<file path="src/hdl/sphd_pkg.sv">
// Shared types and constants for the solenoid peak-and-hold driver.
// Used by every module of the block; depends on nothing.
package sphd_pkg;

  localparam int CHANNELS_DEF = 6;
  localparam int DUTY_FIELDS  = 6;
  localparam int ROAD_W       = 4;
  localparam int TICK_W       = 16;
  localparam int DUTY_W       = 8;
  localparam int PCT_W        = 7;
  localparam int ADDR_W       = 3;
  localparam int DATA_W       = 32;

  localparam logic [DUTY_W-1:0] FULL_DUTY = 8'd255;
  localparam logic [TICK_W-1:0] TICK_MAX  = 16'hFFFF;

  localparam logic [TICK_W-1:0] PULL_IN_RST   = 16'd100;
  localparam logic [PCT_W-1:0]  HOLD_PCT_RST  = 7'd50;
  localparam logic [DUTY_W-1:0] HOLD_DUTY_RST = 8'd127;

  // floor(pct*255/100) == (pct * 255 * 5243) >> 19 for every 7-bit pct
  localparam int HOLD_PROD_W = 28;
  localparam int HOLD_SHIFT  = 19;
  localparam logic [HOLD_PROD_W-1:0] HOLD_MUL = 28'd1336965;

  localparam logic [ADDR_W-1:0] ADDR_PULL_IN  = 3'd0;
  localparam logic [ADDR_W-1:0] ADDR_HOLD_PCT = 3'd4;

  typedef enum logic [1:0] {
    CMD_TICK    = 2'd0,
    CMD_SET     = 2'd1,
    CMD_ALL_OFF = 2'd2,
    CMD_QUERY   = 2'd3
  } cmd_t;

  typedef struct packed {
    cmd_t              cmd;
    logic [ROAD_W-1:0] road;
    logic              want_open;
  } in_req_t;

  typedef struct packed {
    logic              accepted;
    logic              road_open;
    logic [DUTY_W-1:0] duty_0;
    logic [DUTY_W-1:0] duty_1;
    logic [DUTY_W-1:0] duty_2;
    logic [DUTY_W-1:0] duty_3;
    logic [DUTY_W-1:0] duty_4;
    logic [DUTY_W-1:0] duty_5;
  } out_rsp_t;

  typedef struct packed {
    logic fire;
    cmd_t cmd;
    logic sel;
    logic want_open;
  } chan_ctl_t;

endpackage

</file>
<file path="src/hdl/sphd_cfg_regs.sv">
// APB-style configuration registers: pull-in time and hold percent.
// Also holds the registered hold duty derived from the percent. Uses sphd_pkg.
module sphd_cfg_regs (
  input  logic                            clk,
  input  logic                            rst_n,
  input  logic                            psel,
  input  logic                            penable,
  input  logic                            pwrite,
  input  logic [sphd_pkg::ADDR_W-1:0]     paddr,
  input  logic [sphd_pkg::DATA_W-1:0]     pwdata,
  output logic [sphd_pkg::DATA_W-1:0]     prdata,
  output logic                            pready,
  output logic [sphd_pkg::TICK_W-1:0]     pull_in_ticks,
  output logic [sphd_pkg::DUTY_W-1:0]     hold_duty
);

  logic [sphd_pkg::TICK_W-1:0]      pull_in_r;
  logic [sphd_pkg::PCT_W-1:0]       hold_pct_r;
  logic [sphd_pkg::DUTY_W-1:0]      hold_duty_r, hold_duty_nxt;
  logic [sphd_pkg::HOLD_PROD_W-1:0] hold_prod;
  logic [sphd_pkg::HOLD_PROD_W-sphd_pkg::HOLD_SHIFT-1:0] hold_raw;
  logic                             wr_en;

  assign pready = 1'b1;
  assign wr_en  = psel && penable && pwrite;

  assign hold_prod = sphd_pkg::HOLD_PROD_W'(hold_pct_r) * sphd_pkg::HOLD_MUL;
  assign hold_raw  = hold_prod[sphd_pkg::HOLD_PROD_W-1:sphd_pkg::HOLD_SHIFT];

  always_comb begin
    if (hold_raw > (sphd_pkg::HOLD_PROD_W-sphd_pkg::HOLD_SHIFT)'(sphd_pkg::FULL_DUTY)) begin
      hold_duty_nxt = sphd_pkg::FULL_DUTY;
    end else begin
      hold_duty_nxt = hold_raw[sphd_pkg::DUTY_W-1:0];
    end
  end

  always_ff @(posedge clk) begin
    if (!rst_n) begin
      pull_in_r   <= sphd_pkg::PULL_IN_RST;
      hold_pct_r  <= sphd_pkg::HOLD_PCT_RST;
      hold_duty_r <= sphd_pkg::HOLD_DUTY_RST;
    end else begin
      hold_duty_r <= hold_duty_nxt;
      if (wr_en) begin
        if (paddr[2] == sphd_pkg::ADDR_HOLD_PCT[2]) begin
          hold_pct_r <= pwdata[sphd_pkg::PCT_W-1:0];
        end else begin
          pull_in_r <= pwdata[sphd_pkg::TICK_W-1:0];
        end
      end
    end
  end

  always_comb begin
    if (paddr[2] == sphd_pkg::ADDR_HOLD_PCT[2]) begin
      prdata = sphd_pkg::DATA_W'(hold_pct_r);
    end else begin
      prdata = sphd_pkg::DATA_W'(pull_in_r);
    end
  end

  assign pull_in_ticks = pull_in_r;
  assign hold_duty     = hold_duty_r;

endmodule

</file>
<file path="src/hdl/sphd_channel.sv">
// One valve channel: open flag, elapsed tick counter and drive duty.
// Applies one request per cycle while ctl.fire is high and exposes the post-request state. Uses sphd_pkg.
module sphd_channel (
  input  logic                        clk,
  input  logic                        rst_n,
  input  sphd_pkg::chan_ctl_t         ctl,
  input  logic [sphd_pkg::TICK_W-1:0] pull_in_ticks,
  input  logic [sphd_pkg::DUTY_W-1:0] hold_duty,
  output logic                        open_nxt,
  output logic [sphd_pkg::DUTY_W-1:0] duty_nxt
);

  logic                        open_r;
  logic [sphd_pkg::TICK_W-1:0] elapsed_r, elapsed_nxt;
  logic [sphd_pkg::DUTY_W-1:0] duty_r;

  always_comb begin
    open_nxt    = open_r;
    elapsed_nxt = elapsed_r;
    duty_nxt    = duty_r;
    if (ctl.fire) begin
      unique case (ctl.cmd)
        sphd_pkg::CMD_TICK: begin
          if (open_r) begin
            if (elapsed_r != sphd_pkg::TICK_MAX) begin
              elapsed_nxt = elapsed_r + 1'b1;
            end
            if (elapsed_nxt >= pull_in_ticks) begin
              duty_nxt = hold_duty;
            end
          end
        end
        sphd_pkg::CMD_SET: begin
          if (ctl.sel && (open_r != ctl.want_open)) begin
            open_nxt    = ctl.want_open;
            elapsed_nxt = '0;
            duty_nxt    = ctl.want_open ? sphd_pkg::FULL_DUTY : '0;
          end
        end
        sphd_pkg::CMD_ALL_OFF: begin
          open_nxt    = 1'b0;
          elapsed_nxt = '0;
          duty_nxt    = '0;
        end
        sphd_pkg::CMD_QUERY: begin
          open_nxt = open_r;
        end
        default: begin
          open_nxt = open_r;
        end
      endcase
    end
  end

  always_ff @(posedge clk) begin
    if (!rst_n) begin
      open_r    <= 1'b0;
      elapsed_r <= '0;
      duty_r    <= '0;
    end else begin
      open_r    <= open_nxt;
      elapsed_r <= elapsed_nxt;
      duty_r    <= duty_nxt;
    end
  end

endmodule

</file>
<file path="src/hdl/solenoid_peak_hold_driver.sv">
// Top level of the solenoid peak-and-hold driver.
// Instantiates sphd_cfg_regs and one sphd_channel per channel. Uses sphd_pkg.
//
// Usage:
//   in_valid/in_ready carry one request: tick, set, all-off or query.
//   out_valid/out_ready return one response per request: accepted flag,
//   open state of the named channel and the duty of channels 1 to 6.
//   cfg_* is an APB-style port: pull-in ticks at 0x0, hold percent at 0x4.
// Latency: the response is valid in the cycle after the request is taken.
// Throughput: one request per cycle while no response is stalled; the channel update
//   and response capture happen in the same cycle from the channel next-state values.
// Stall: while a response waits with out_ready low, in_ready is low; it
//   rises again in the cycle the response is taken, so a request can be
//   taken in that same cycle.
// Reset: all channels closed with zero duty and counter, pull-in 100 ticks,
//   hold 50 percent; no response pending.
// Configuration changes reach the hold duty through the hold percent register, then the hold duty register.
module solenoid_peak_hold_driver #(
  parameter int CHANNELS = sphd_pkg::CHANNELS_DEF
) (
  input  logic                            clk,
  input  logic                            rst_n,
  input  logic                            in_valid,
  output logic                            in_ready,
  input  sphd_pkg::in_req_t               in_req,
  output logic                            out_valid,
  input  logic                            out_ready,
  output sphd_pkg::out_rsp_t              out_rsp,
  input  logic                            cfg_psel,
  input  logic                            cfg_penable,
  input  logic                            cfg_pwrite,
  input  logic [sphd_pkg::ADDR_W-1:0]     cfg_paddr,
  input  logic [sphd_pkg::DATA_W-1:0]     cfg_pwdata,
  output logic [sphd_pkg::DATA_W-1:0]     cfg_prdata,
  output logic                            cfg_pready
);

  logic [sphd_pkg::TICK_W-1:0] pull_in_ticks;
  logic [sphd_pkg::DUTY_W-1:0] hold_duty;
  logic                        fire;
  logic                        road_valid;
  logic                        out_valid_r, out_valid_nxt;
  sphd_pkg::out_rsp_t          out_rsp_r, out_rsp_nxt;
  logic [CHANNELS-1:0]         sel;
  logic [CHANNELS-1:0]         open_nxt;
  logic [sphd_pkg::DUTY_W-1:0] duty_nxt [CHANNELS];
  logic [sphd_pkg::DUTY_W-1:0] duty_pad [sphd_pkg::DUTY_FIELDS];

  sphd_cfg_regs u_cfg (
    .clk           (clk),
    .rst_n         (rst_n),
    .psel          (cfg_psel),
    .penable       (cfg_penable),
    .pwrite        (cfg_pwrite),
    .paddr         (cfg_paddr),
    .pwdata        (cfg_pwdata),
    .prdata        (cfg_prdata),
    .pready        (cfg_pready),
    .pull_in_ticks (pull_in_ticks),
    .hold_duty     (hold_duty)
  );

  assign in_ready   = !out_valid_r || out_ready;
  assign fire       = in_valid && in_ready;
  assign road_valid = (in_req.road != '0) &&
                      (in_req.road <= sphd_pkg::ROAD_W'(CHANNELS));

  for (genvar i = 0; i < CHANNELS; i++) begin : g_chan
    sphd_pkg::chan_ctl_t ctl;

    assign sel[i]        = (in_req.road == sphd_pkg::ROAD_W'(i + 1));
    assign ctl.fire      = fire;
    assign ctl.cmd       = in_req.cmd;
    assign ctl.sel       = sel[i];
    assign ctl.want_open = in_req.want_open;

    sphd_channel u_chan (
      .clk           (clk),
      .rst_n         (rst_n),
      .ctl           (ctl),
      .pull_in_ticks (pull_in_ticks),
      .hold_duty     (hold_duty),
      .open_nxt      (open_nxt[i]),
      .duty_nxt      (duty_nxt[i])
    );
  end

  for (genvar k = 0; k < sphd_pkg::DUTY_FIELDS; k++) begin : g_pad
    if (k < CHANNELS) begin : g_live
      assign duty_pad[k] = duty_nxt[k];
    end else begin : g_none
      assign duty_pad[k] = '0;
    end
  end

  always_comb begin
    out_rsp_nxt.accepted = 1'b1;
    if ((in_req.cmd == sphd_pkg::CMD_SET) || (in_req.cmd == sphd_pkg::CMD_QUERY)) begin
      out_rsp_nxt.accepted = road_valid;
    end
    out_rsp_nxt.road_open = road_valid && |(sel & open_nxt);
    out_rsp_nxt.duty_0    = duty_pad[0];
    out_rsp_nxt.duty_1    = duty_pad[1];
    out_rsp_nxt.duty_2    = duty_pad[2];
    out_rsp_nxt.duty_3    = duty_pad[3];
    out_rsp_nxt.duty_4    = duty_pad[4];
    out_rsp_nxt.duty_5    = duty_pad[5];
  end

  always_comb begin
    if (fire) begin
      out_valid_nxt = 1'b1;
    end else if (out_ready) begin
      out_valid_nxt = 1'b0;
    end else begin
      out_valid_nxt = out_valid_r;
    end
  end

  always_ff @(posedge clk) begin
    if (!rst_n) begin
      out_valid_r <= 1'b0;
    end else begin
      out_valid_r <= out_valid_nxt;
    end
  end

  always_ff @(posedge clk) begin
    if (fire) begin
      out_rsp_r <= out_rsp_nxt;
    end
  end

  assign out_valid = out_valid_r;
  assign out_rsp   = out_rsp_r;

  a_alloff_clears: assert property (@(posedge clk) disable iff (!rst_n)
    fire && (in_req.cmd == sphd_pkg::CMD_ALL_OFF) |=>
      !out_rsp.road_open && (out_rsp.duty_0 == '0) && (out_rsp.duty_5 == '0))
    else $error("all-off left a channel driven");

  a_bad_road: assert property (@(posedge clk) disable iff (!rst_n)
    fire && !road_valid |=> !out_rsp.road_open)
    else $error("open reported for an invalid channel");

  a_rsp_follows: assert property (@(posedge clk) disable iff (!rst_n)
    fire |=> out_valid)
    else $error("taken request produced no response");

  a_open_full: assert property (@(posedge clk) disable iff (!rst_n)
    fire && (in_req.cmd == sphd_pkg::CMD_SET) && road_valid && in_req.want_open &&
      !(|(sel & open_nxt)) |-> 1'b0)
    else $error("set-open did not open the channel");

endmodule

</file>
<file path="config.mk">
export PLATFORM = sky130hd
export DESIGN_NAME = solenoid_peak_hold_driver
export DESIGN_NICKNAME = d
export VERILOG_FILES = /design/src/hdl/sphd_pkg.sv /design/src/hdl/sphd_cfg_regs.sv /design/src/hdl/sphd_channel.sv /design/src/hdl/solenoid_peak_hold_driver.sv
export SDC_FILE = /design/constraint.sdc
export NUM_CORES = 1
export LEC_CHECK = 0
export BUFFER_PORTS_ARGS = -buffer_cell sky130_fd_sc_hd__buf_4
export CAP_MARGIN = 0
export CORE_UTILIZATION = 30
export DETAILED_ROUTE_END_ITERATION = 8
export PLACE_DENSITY = 0.52
export SLEW_MARGIN = 10
export SYNTH_ARGS = -nofsm -noshare
export SYNTH_HDL_FRONTEND = slang
export SYNTH_HIERARCHICAL = 1
export SYNTH_SLANG_ARGS = --single-unit
</file>
<file path="constraint.sdc">
create_clock -name clk -period 5.5 [get_ports clk]
set_clock_uncertainty 0.15 [all_clocks]
set_input_delay 0.275 -clock clk [delete_from_list [all_inputs] [get_ports clk]]
set_output_delay 0.275 -clock clk [all_outputs]
set_load 0.01 [all_outputs]
</file>
==> flow_summary.rst, run 1 <==
.. list-table::
   :header-rows: 1

   * - Metric
     - Value
   * - Critical Path Max Stage Delay
     - 0.48 ns
   * - Crit share post-route
     - 0.814
   * - Leakage power figure
     - 0.00841 µW
   * - Post-DRT Antenna Nets
     - 0
   * - Clock sink count
     - 232
   * - Vias
     - 16,600
   * - Post-synthesis to final-layout area growth
     - 13.3%
   * - Number of buffers inserted by port buffering
     - 98
   * - CTS Hold Bufs
     - 24
   * - List of most frequent post-synthesis cells
     - 225 x inv_1, 182 x dfxtp_1, 178 x ha_1
   * - Die area
     - 62,100 µm²
   * - Critical path arrival
     - 4.78 ns
   * - Largest net degree at the start of global routing
     - 63
   * - RD Place Congestion
     - 0.823
   * - Final worst hold slack
     - 0.0526 ns
   * - Total setup buffers inserted after CTS
     - 0
   * - Vias in the first global route
     - 15,600
   * - Fraction of registers with async set/reset
     - 0
   * - Min setup slack post-route
     - 1.02 ns
   * - FF+latch count, synth
     - 232
   * - GR Util All Layers
     - 0.167
   * - Minimum period implied by the final worst setup slack
     - 4.48 ns
   * - Fraction of the yosys area taken by sequential cells
     - 0.281
   * - Residual DRC count
     - 0
   * - Chain of cells forming the critical path
     - inv_1 > ha_1 > fa_1 > inv_1 > fa_1 > ha_1 > ha_1 > and4_1 > nand2_1 > o31a_1 > o211ai_2 > a41oi_2 > o311ai_4 > o31ai_2
   * - Maximum fanout count along the critical path
     - 7
   * - Wire per inst
     - 17.7 µm
   * - VDD IR max
     - 0.000248 V
   * - First-pass GRT wire length
     - 84,400 µm
   * - Post-DP HPWL
     - 37,500 µm
   * - Drt pass-1 iters
     - 5
   * - Number of clock buffers inserted by TritonCTS
     - 30
   * - Number of synthesized flops with an enable pin
     - 50
   * - Total Wirelength
     - 53,200 µm
   * - Warnings, synthesis
     - 6
   * - Die height
     - 249 µm
   * - Most common cell in the synthesized netlist
     - inv_1
   * - Achievable Freq
     - 223 MHz
   * - Cell type contributing the most total cell area after synthesis
     - dfxtp_1
   * - Number of nets in the layout
     - 2,444
   * - Area share of the largest cell type after synthesis
     - 0.199
   * - Unrepaired setup endpoints after global routing
     - false
   * - Top Ports
     - 134
   * - Crit. End Element
     - flop
   * - Launching element type of the critical path
     - flop
   * - Run status
     - finished, final reports clean
   * - Setup violation total in the final timing report
     - 0
   * - Hold WC Path Type
     - in -> reg
   * - Number of H-tree branching levels
     - 1
   * - Sum of overflow across all layers after global routing
     - 0
   * - Distinct cells, synth
     - 73
   * - Number of cells upsized or downsized after cts
     - 0
   * - Final TNS setup
     - 0 ns
   * - Max-Cap Viols
     - 0
   * - Clock latency at the later pin of the worst-skew pair
     - 0.59 ns
   * - Endpoints failing hold
     - 0
   * - Mean instance size in the synthesized netlist
     - 8.50 µm²
   * - Number of violations reported at the end of detailed-routing iteration 0
     - 1,092
   * - Layout fillers
     - 6,204
   * - Number of diodes added for antenna fixing
     - 0
   * - CTS Buffer Depth
     - 3
   * - Slew at the pin closest to its max-slew limit
     - 1.08 ns
   * - Starting density of the core
     - 0.304
   * - Cell area after synthesis
     - 18,300 µm²
   * - WS Path Type
     - reg -> reg
   * - Clock transition at the register clock pins on the worst setup and hold paths after CTS
     - 0.06 ns
   * - Main area contributors after synthesis
     - dfxtp_1 20%, ha_1 12%, edfxtp_1 8.2%, inv_1 4.6%, o31ai_1 4.5%
   * - Max Transition Viols Final
     - 0
   * - Library cell appearing most often on the critical path
     - ha_1
   * - Library cell used as clock root buffer
     - clkbuf_16
   * - Most common flop cell mapped by yosys
     - dfxtp_1
   * - Row cnt
     - 90
   * - Worst EP required
     - 5.80 ns
   * - Max_slew headroom
     - 0.279
   * - Slowest stage cell, crit path
     - dfxtp_1
   * - Post-synthesis instance total
     - 2,156
   * - Post-placement setup slack
     - 0.988 ns
   * - Standard cell core area
     - 60,400 µm²
   * - Share of cells above drive strength 1
     - 0.130
   * - Cell Pwr Density
     - 221 nW/µm²
   * - Mean number of vias per cell
     - 5.52
   * - Number of antenna violations at the first check in global routing
     - 0
   * - Clock tree from TritonCTS
     - yes
   * - Width of the chip
     - 249 µm
## placed cells by master (no fill, tap or decap), types with 24 or more instances in the layout
cell / Yosys / routed
dlygate4sd3_1: 0 / 24
nand3_1: 112 / 112
nand4_1: 63 / 63
edfxtp_1: 50 / 50
nand2b_1: 29 / 29
o21ai_0: 69 / 69
nor3_1: 40 / 34
buf_4: 17 / 113
nor2_1: 133 / 133
clkbuf_16: 0 / 32
o31ai_1: 110 / 110
a221oi_2: 36 / 36
xnor2_1: 30 / 30
inv_1: 225 / 225
a221oi_1: 61 / 61
a21oi_1: 108 / 108
and3_1: 44 / 44
a31oi_1: 45 / 45
dfxtp_1: 182 / 182
or4_1: 25 / 25
ha_1: 178 / 178
nand2_1: 147 / 147
o211ai_1: 28 / 28
## power breakdown
group / switching [µW] / leakage (µW) / internal [µW]
clock: 836 / 0.000479 / 1130
combinational: 449 / 0.00595 / 273
sequential: 115 / 0.00197 / 1780
## cell type report
cell class	count	area [µm²]	area share
multi-input cells	1578	11700	0.565
flip-flops and latches	232	5140	0.248
repair buffers	137	1090	0.0524
well taps	782	978	0.0471
inverters	225	845	0.0407
clock buffers	37	840	0.0404
clock inverters	19	148	0.00711
## registers in the layout, summed over array words and instances, names as in the netlist
name,count
g_chan.u_chan/open_r,6
out_rsp,50
u_cfg/hold_duty,8
g_chan.u_chan/duty_r,48
g_chan.u_chan/elapsed_r,96
u_cfg/hold_pct_r,7
out_valid,1
u_cfg/pull_in_ticks,16
## cells by family after synthesis
logic type	count (synthesis)	share of synthesized area
compound gates	589	0.248
xor+xnor	48	0.0229
fa+ha+maj	191	0.136
buf+inv	361	0.0845
flops	232	0.281
mux	32	0.0204
other cells	2	0.000410
simple gates	701	0.207
## worst paths after layout
check / startpoint / end / slack (ns) / cells past startpoint
min reg2reg: g_chan[2].u_chan/elapsed_r[3] / g_chan[2].u_chan/elapsed_r[3] / 0.35 / 2
max: u_cfg/hold_pct_r[5] / u_cfg/hold_duty[0] / 1.02 / 14
max reg2reg: u_cfg/hold_pct_r[5] / u_cfg/hold_duty[0] / 1.02 / 14
min: rst_n / u_cfg/hold_pct_r[1] / 0.05 / 2
## metal layers
layer / wire, µm / up-vias / track usage
met5: 0 / - / 0
met2: 25300 / 377 / 0.284
met1: 24100 / 8007 / 0.217
met4: 1690 / 0 / 0.0594
met3: 2150 / 80 / 0.0182
li1: - / 8164 / -
## metrics by stage
step | power, µW | std cells | cell area [µm²] | util
2_1_floorplan | 2390 | 2171 | 18400 | -
3_3_place_gp | 2610 | 2930 | 19500 | 0.324
3_5_place_dp | 2630 | 2930 | 19500 | 0.324
4_1_cts | 4650 | 3010 | 20800 | 0.344
5_1_grt | 4810 | 3010 | 20800 | 0.344
6_report | 4580 | 3010 | 20800 | 0.344
## worst max-delay path: cells and delay by family (launching register included)
family,cells,cell delay (ns)
compound gates,5,1.39
flops,1,0.48
fa+ha+maj,5,1.80
simple gates,2,0.33
buf+inv,2,0.19
Note: power is estimated with default switching activity, not from simulation.
==> run 2, diff against run 1 <==
--- a/config.mk
+++ b/config.mk
@@ -9,7 +9,7 @@
 export CAP_MARGIN = 0
 export CORE_UTILIZATION = 30
 export DETAILED_ROUTE_END_ITERATION = 8
-export PLACE_DENSITY = 0.52
+export PLACE_DENSITY = 0.54
 export SLEW_MARGIN = 10
 export SYNTH_ARGS = -nofsm -noshare
 export SYNTH_HDL_FRONTEND = slang
==> constraint.sdc (replaced) <==
create_clock -name clk -period 3.9 [get_ports clk]
set_clock_uncertainty 0.15 [all_clocks]
set_input_delay 0.195 -clock clk [delete_from_list [all_inputs] [get_ports clk]]
set_output_delay 0.195 -clock clk [all_outputs]
set_load 0.01 [all_outputs]
==> run 2 against run 1 <==
Net effect: the flow now finishes with violations (setup timing); largest power group unchanged; wire length is 4.8% higher; critical endpoint unchanged; worst hold slack worse by 0.020 ns; core utilization increased by 2.6 points; power grew 45%; sequential power grew 41%; via count is 4.4% higher; final area up 7.6%.
==> flow_summary.rst, run 2 (synthesized netlist as in run 1, its figures left out) <==
.. list-table::
   :header-rows: 1

   * - Metric
     - Value
   * - Run status
     - finished, violations left
   * - Failing checks
     - setup timing
   * - Critical path arrival
     - 4.37 ns (-0.41 ns)
   * - Placed Instances
     - 3,080 (+5.1%)
   * - Share of cells above drive strength 1
     - 0.207 (+0.0765)
   * - Launching point of the worst reg2reg path
     - u_cfg/hold_pct_r[4]
   * - GR Util All Layers
     - 0.174 (+0.00701)
   * - RD Place Congestion
     - 0.864 (+4.9%)
   * - Achievable Freq
     - 246 MHz (+10%)
   * - Standard cell core area
     - 60,400 µm² (unchanged)
   * - Critical Path Max Stage Delay
     - 0.49 ns (about the same)
   * - Number of non-filler instances in the completed layout
     - 3,158 (+4.9%)
   * - Flip-flop count of the largest register, all copies and words added
     - 96 (unchanged)
   * - Worst EP required
     - 4.21 ns (-1.59 ns)
   * - Total net switching power
     - 2040 µW (+46%)
   * - Met3 track utilization from global routing
     - 0.0188 (+0.000627)
   * - Cell Pwr Density
     - 298 nW/µm² (+35%)
   * - Sum of overflow across all layers after global routing
     - 0 (unchanged)
   * - Clock sink count
     - 232 (unchanged)
   * - Number of diodes added for antenna fixing
     - 0 (unchanged)
   * - Layout fillers
     - 6,107 (-1.6%)
   * - Row cnt
     - 90 (unchanged)
   * - Library cell used as clock root buffer
     - clkbuf_16
   * - Number of nets in the layout
     - 2,593 (+6.1%)
   * - Final Total Pwr
     - 6650 µW (+45%)
   * - Register area
     - 5160 µm² (+0.24%)
   * - Met2 usage in global routing
     - 0.299 (+0.0148)
   * - Slew at the pin closest to its max-slew limit
     - 1.09 ns (+0.0169 ns)
   * - Crit. End Element
     - flop
   * - Share of power burned in the clock network
     - 0.429 (about the same)
   * - Total Wirelength
     - 55,800 µm (+4.8%)
   * - Post-DRT Antenna Nets
     - 0 (unchanged)
   * - Proportion of power drawn by combinational gates
     - 0.170 (+0.013)
   * - Setup violation total in the final timing report
     - 7 (+7)
   * - Final TNS setup
     - -0.968 ns (-0.968 ns)
   * - Vias
     - 17,400 (+4.4%)
   * - Number of violations reported at the end of detailed-routing iteration 0
     - 1,119 (+2.5%)
   * - Unrepaired setup endpoints after global routing
     - true
   * - Wire per inst
     - 17.7 µm (about the same)
   * - Width of the chip
     - 249 µm (unchanged)
   * - Max Transition Viols Final
     - 0 (unchanged)
   * - Endpoints failing hold
     - 0 (unchanged)
   * - Die height
     - 249 µm (unchanged)
   * - Die area
     - 62,100 µm² (unchanged)
   * - Most used routing layer
     - met2
   * - Top Ports
     - 134 (unchanged)
   * - Number of clock buffers inserted by TritonCTS
     - 29 (-3.3%)
   * - Chain of cells forming the critical path
     - ha_4 > inv_2 > fa_1 > inv_2 > ha_4 > inv_2 > fa_1 > inv_2 > ha_4 > and4_4 > nand2_2 > o31a_1 > o211ai_4 > a41oi_2 > o311ai_4 > o31ai_2
   * - Number of buffers inserted by port buffering
     - 98 (unchanged)
   * - Clock latency at the later pin of the worst-skew pair
     - 0.59 ns (about the same)
   * - Number of antenna violations at the first check in global routing
     - 0 (unchanged)
   * - Met1 routing resource usage after global routing
     - 0.226 (+0.00883)
   * - Post-synthesis to final-layout area growth
     - 21.9%
   * - Internal power
     - 4610 µW (+45%)
   * - CTS Buffer Depth
     - 3 (unchanged)
   * - Min setup slack post-route
     - -0.165 ns (-1.19 ns)
   * - Clock tree from TritonCTS
     - yes
   * - Minimum period implied by the final worst setup slack
     - 4.07 ns (-0.414 ns)
   * - Mean number of vias per cell
     - 5.50 (-0.49%)
   * - Post-Route Utilization
     - 0.370 (+0.0261)
   * - Most common library cell in the layout ignoring fill and taps
     - buf_4
   * - CP startpoint
     - u_cfg/hold_pct_r[4]
   * - Area used by multi-input combinational logic
     - 12,100 µm² (+2.9%)
   * - Leakage power figure
     - 0.00919 µW (+9.4%)
   * - Number of H-tree branching levels
     - 1 (unchanged)
   * - First-pass GRT wire length
     - 88,300 µm (+4.6%)
   * - Top library cells by usage in the layout, fill and taps aside
     - 257 x buf_4, 221 x inv_1, 176 x dfxtp_1, 171 x ha_1, 146 x nand2_1
   * - Net Sw Frac
     - 0.306 (+0.00105)
   * - Library cell appearing most often on the critical path
     - inv_2
   * - Slowest stage cell, crit path
     - fa_1
   * - WS Path Type
     - reg -> reg
   * - Crit share post-route
     - 1.04 (+0.228)
   * - Clock transition at the register clock pins on the worst setup and hold paths after CTS
     - 0.06 ns (about the same)
   * - Biggest register
     - g_chan.u_chan/elapsed_r
   * - Largest net degree at the start of global routing
     - 46 (-27%)
   * - Worst Hold Launch
     - cfg_pwrite
   * - Max-Cap Viols
     - 0 (unchanged)
   * - Vias in the first global route
     - 16,400 (+5.4%)
   * - Residual DRC count
     - 0 (unchanged)
   * - Fraction of power consumed by sequential logic
     - 0.401 (-0.012)
   * - Launching element type of the critical path
     - flop
   * - Max_slew headroom
     - 0.269 (-0.00964)
   * - Hold WC Path Type
     - in -> reg
   * - Post-DP HPWL
     - 40,300 µm (+7.6%)
   * - Starting density of the core
     - 0.304 (unchanged)
   * - VDD IR max
     - 0.000261 V (+5.2%)
   * - Drt pass-1 iters
     - 5 (unchanged)
   * - Maximum fanout count along the critical path
     - 7 (unchanged)
## run 2: changes by cell type in the layout (fill, tap and decap cells not counted), sizes merged
cell / previous run / this run
clkbuf: 37 / 33
dlygate4sd3: 24 / 22
buf: 113 / 265
bufinv: 1 / 4
clkinv: 12 / 5
clkinvlp: 5 / 11
## run 2: layout make-up
| class | instances | share of cell area |
|---|---|---|
| flip-flops and latches | 232 | 0.231 |
| clock inverters | 21 | 0.0108 |
| multi-input cells | 1578 | 0.540 |
| well taps | 782 | 0.0438 |
| inverters | 225 | 0.0378 |
| repair buffers | 287 | 0.103 |
| clock buffers | 33 | 0.0336 |
## run 2: path summary, 6_finish.rpt
path | cells after the start | slack [ns] | to
worst max register to register | 16 | -0.17 | u_cfg/hold_duty[0]
worst min-delay path | 5 | 0.03 | u_cfg/hold_pct_r[0]
worst min register to register | 2 | 0.35 | g_chan[0].u_chan/elapsed_r[3]
worst max-delay path | 16 | -0.17 | u_cfg/hold_duty[0]
## run 2: per-stage QoR
step,area [µm²],worst slack (ns),hold WS [ns]
after floorplan,18400,-0.0340,0.168
after global placement,20800,-0.196,0.273
after detailed placement,20800,-0.289,0.279
after CTS,22100,-0.196,0.0108
after global routing,22300,-0.262,0.0578
final,22300,-0.165,0.0326
## run 2: worst max-delay path, delay by kind of cell, from the launching register on
family | cells | cell delay (ns)
adder cells (fa/ha/maj) | 5 | 1.75
AO/OA/AOI/OAI | 5 | 1.22
flip-flops | 1 | 0.37
AND/OR/NAND/NOR | 2 | 0.26
buffers and inverters | 4 | 0.16
## run 2: power groups by stage
stage	combinational [µW]	sequential, µW	clock, µW
finish	1130	2670	2850
global route	1250	2670	3020
CTS	1100	2670	2930
detailed placement	1060	2720	0
global placement	1030	2720	0
floorplan	719	2650	0
## run 2: metal layers
metal	share of wire	wire, µm	vias up
met1	0.45	25300	8374
met4	0.030	1660	0
met2	0.47	26400	442
met5	0	0	-
met3	0.043	2400	94
li1	-	-	8450
## run 2: repair_timing
item / 4_1_cts / 5_1_grt
gates resized for setup: 8 / 51
endpoints found under the setup margin: 10 / 82
hold buffers: 22 / 0
pin swaps: 5 / 16
hold endpoints to repair: 25 / 0
buffers inserted: 1 / 1
==> run 3, diff against run 2 <==
--- a/config.mk
+++ b/config.mk
@@ -10,6 +10,7 @@
 export CORE_UTILIZATION = 30
 export DETAILED_ROUTE_END_ITERATION = 8
 export PLACE_DENSITY = 0.54
+export REMOVE_ABC_BUFFERS = 1
 export SLEW_MARGIN = 10
 export SYNTH_ARGS = -nofsm -noshare
 export SYNTH_HDL_FRONTEND = slang
==> run 3 against run 2 <==
Net effect: via count shrank 0.26%; critical endpoint unchanged; the run still ends with setup timing left; die area unchanged; sequential cell count unchanged; global-route usage fell by 0.61 points; clock-buffer cell count is 1 higher; final area increased by 2.3%; first-iteration DRC count increased by 6.9%; sequential share of layout area decreased by 0.51 points; sequential power barely moved; combinational power about the same; worst hold slack gained 0.021 ns.
==> flow_summary.rst, run 3 (synthesized netlist as in run 1, its figures left out) <==
.. list-table::
   :header-rows: 1

   * - Metric
     - Value
   * - Minimum period implied by the final worst setup slack
     - 4.04 ns (-0.0222 ns)
   * - Max_slew headroom
     - 0.349 (+0.0792)
   * - Count of cells along the worst hold path
     - 2 (-3)
   * - Vias in the first global route
     - 16,200 (-1.6%)
   * - Critical Path Max Stage Delay
     - 0.44 ns (-0.05 ns)
   * - Biggest register
     - g_chan.u_chan/elapsed_r
   * - Failing checks
     - setup timing
   * - Top Ports
     - 134 (unchanged)
   * - Number of antenna violations at the first check in global routing
     - 0 (unchanged)
   * - Final TNS setup
     - -0.873 ns (+0.0948 ns)
   * - Clock transition at the register clock pins on the worst setup and hold paths after CTS
     - 0.06 ns (about the same)
   * - RD Place Congestion
     - 0.866 (+0.22%)
   * - Chain of cells forming the critical path
     - buf_4 > buf_4 > ha_1 > or2_2 > fa_1 > fa_1 > ha_1 > a21oi_2 > o21ai_2 > a221o_1 > or4_1 > a41o_1 > o311ai_4 > buf_6 > o31ai_4
   * - VDD IR max
     - 0.000317 V (+21%)
   * - Crit. End Element
     - flop
   * - Library cell used as clock root buffer
     - clkbuf_16
   * - Flip-flop count of the largest register, all copies and words added
     - 96 (unchanged)
   * - Launching point of the worst reg2reg path
     - u_cfg/hold_pct_r[6]
   * - Max-Cap Viols
     - 0 (unchanged)
   * - Number of H-tree branching levels
     - 1 (unchanged)
   * - WS Path Type
     - reg -> reg
   * - Critical path buffers and inverters
     - 3 (-1)
   * - Unrepaired setup endpoints after global routing
     - true
   * - FF-to-FF path depth
     - 15 (-1)
   * - Clock tree from TritonCTS
     - yes
   * - Clock sink count
     - 232 (unchanged)
   * - Crit-path leading delay family
     - adder cells
   * - Endpoints failing hold
     - 0 (unchanged)
   * - Min setup slack post-route
     - -0.143 ns (+0.0222 ns)
   * - Largest net degree at the start of global routing
     - 51 (+11%)
   * - Leakage power figure
     - 0.00949 µW (+3.2%)
   * - Number of clock buffers inserted by TritonCTS
     - 30 (+3.4%)
   * - Post-DP HPWL
     - 39,900 µm (-1.0%)
   * - Worst Hold Launch
     - rst_n
   * - Area used by multi-input combinational logic
     - 12,200 µm² (+0.84%)
   * - Share of cells above drive strength 1
     - 0.224 (+0.0175)
   * - Slowest stage cell, crit path
     - fa_1
   * - Crit share post-route
     - 1.04 (-0.00568)
   * - Number of violations reported at the end of detailed-routing iteration 0
     - 1,196 (+6.9%)
   * - Run status
     - finished, violations left
   * - Number of nets in the layout
     - 2,643 (+1.9%)
   * - Layout fillers
     - 6,040 (-1.1%)
   * - CTS Buffer Depth
     - 3 (unchanged)
   * - Width of the chip
     - 249 µm (unchanged)
   * - Worst setup slack for register-to-register paths
     - -0.14 ns (+0.02 ns)
   * - Destination of the worst register-to-register timing path
     - u_cfg/hold_duty[0]
   * - Hold WC Path Type
     - in -> reg
   * - Die height
     - 249 µm (unchanged)
   * - Standard cell core area
     - 60,400 µm² (unchanged)
   * - Die area
     - 62,100 µm² (unchanged)
   * - Detail Route met3 WL
     - 2350 µm (-1.9%)
   * - Starting density of the core
     - 0.304 (unchanged)
   * - DR WL met2
     - 25,600 µm (-3.3%)
   * - Critical path arrival
     - 4.36 ns (about the same)
   * - Register area
     - 5160 µm² (about the same)
   * - Post-placement setup slack
     - -0.256 ns (+0.0327 ns)
   * - Slew at the pin closest to its max-slew limit
     - 0.972 ns (-0.123 ns)
   * - Residual DRC count
     - 0 (unchanged)
   * - Most common library cell in the layout ignoring fill and taps
     - buf_4
   * - Cell count along the critical path
     - 15 (-1)
   * - Launching element type of the critical path
     - flop
   * - Achievable Freq
     - 247 MHz (+0.55%)
   * - Sum of overflow across all layers after global routing
     - 0 (unchanged)
   * - Number of buffers inserted by port buffering
     - 98 (unchanged)
   * - Max Transition Viols Final
     - 0 (unchanged)
   * - Mean number of vias per cell
     - 5.39 (-1.9%)
   * - GR Util All Layers
     - 0.168 (-0.00609)
   * - Setup violation total in the final timing report
     - 7 (unchanged)
   * - Row cnt
     - 90 (unchanged)
   * - Maximum fanout count along the critical path
     - 7 (unchanged)
   * - Cell Pwr Density
     - 296 nW/µm² (-0.49%)
   * - Final Total Pwr
     - 6770 µW (+1.8%)
   * - Routed length on met1
     - 25,300 µm (-0.20%)
   * - Worst EP required
     - 4.22 ns (about the same)
   * - Post-synthesis to final-layout area growth
     - 24.7%
   * - Vias
     - 17,300 (-0.26%)
   * - Top library cells by usage in the layout, fill and taps aside
     - 297 x buf_4, 222 x inv_1, 173 x dfxtp_1, 170 x ha_1, 146 x nand2_1
   * - End point of the worst hold path
     - g_chan[2].u_chan/open_r
   * - DR top layer
     - met4
   * - First-pass GRT wire length
     - 85,700 µm (-2.9%)
   * - Total Wirelength
     - 54,700 µm (-2.0%)
   * - Wire per inst
     - 17.0 µm (-3.6%)
   * - Drt pass-1 iters
     - 5 (unchanged)
   * - Post-DRT Antenna Nets
     - 0 (unchanged)
   * - Clock latency at the later pin of the worst-skew pair
     - 0.58 ns (about the same)
-- run 3: cell count changes in the layout (fill, tap and decap cells not counted), sizes merged --
cell         previous run  this run
clkinv                  5        11
dlygate4sd3            22        29
clkinvlp               11         3
buf                   265       305
diode                   0         1
bufinv                  4         5
inv                   226       228
a311oi                 13        14
a2111o                 18        19
clkbuf                 33        34
-- run 3: how the worst max path moves through the flow --
| stage | to | slack, ns | start |
|---|---|---|---|
| global route | u_cfg/hold_duty[0] | -0.25 | u_cfg/hold_pct_r[6] |
| floorplan | out_rsp[14] | -0.53 | out_valid |
| CTS | u_cfg/hold_duty[0] | -0.19 | u_cfg/hold_pct_r[4] |
| finish | u_cfg/hold_duty[0] | -0.14 | u_cfg/hold_pct_r[6] |
| detailed placement | u_cfg/hold_duty[0] | -0.26 | u_cfg/hold_pct_r[4] |
| global placement | u_cfg/hold_duty[0] | -0.23 | u_cfg/hold_pct_r[4] |
-- run 3: area by class of cell --
class | count | share of cell area
inverter | 225 | 0.0369
clock buffer | 34 | 0.0348
multi-input combinational | 1580 | 0.532
tap | 782 | 0.0428
sequential | 232 | 0.226
antenna | 1 | 0.000109
clock inverter | 22 | 0.0117
timing repair buffer | 334 | 0.116
-- run 3: what timing repair did --
action | in CTS | in global routing
hold buffers | 29 | 0
pin swaps | 13 | 32
gates resized for setup | 8 | 80
setup buffers | 4 | 13
hold endpoints to repair | 25 | 0
setup endpoints to repair | 12 | 97
gates cloned | 0 | 2
-- run 3: report_power, final --
group	switching, µW	total [µW]	internal (µW)
Clock	1190	2990	1800
Sequential	137	2640	2500
Combinational	679	1140	462
-- run 3: worst register-to-register path: cells and delay by family, from the launching register on --
kind	cells	cell delay, ns
AOI/OAI and AO/OA	6	1.01
adders and majority gates	4	1.24
buffers and inverters	3	0.46
DFF	1	0.33
and+or+nand+nor	2	0.73
-- run 3: routing by layer --
layer | up-vias | global-route usage
li1 | 8566 | -
met1 | 8287 | 0.223
met2 | 380 | 0.283
met3 | 81 | 0.0191
met4 | 0 | 0.0503
met5 | - | 0
-- run 3: metrics by stage --
stage | utilization | cell area (µm²) | hold slack [ns] | std cells
after floorplan | - | 17700 | 0.117 | 2035
after global placement | 0.347 | 20900 | 0.280 | 3107
after detailed placement | 0.347 | 20900 | 0.284 | 3107
after CTS | 0.371 | 22400 | 0.0142 | 3196
after global routing | 0.379 | 22900 | 0.0386 | 3209
final | 0.379 | 22900 | 0.0531 | 3210
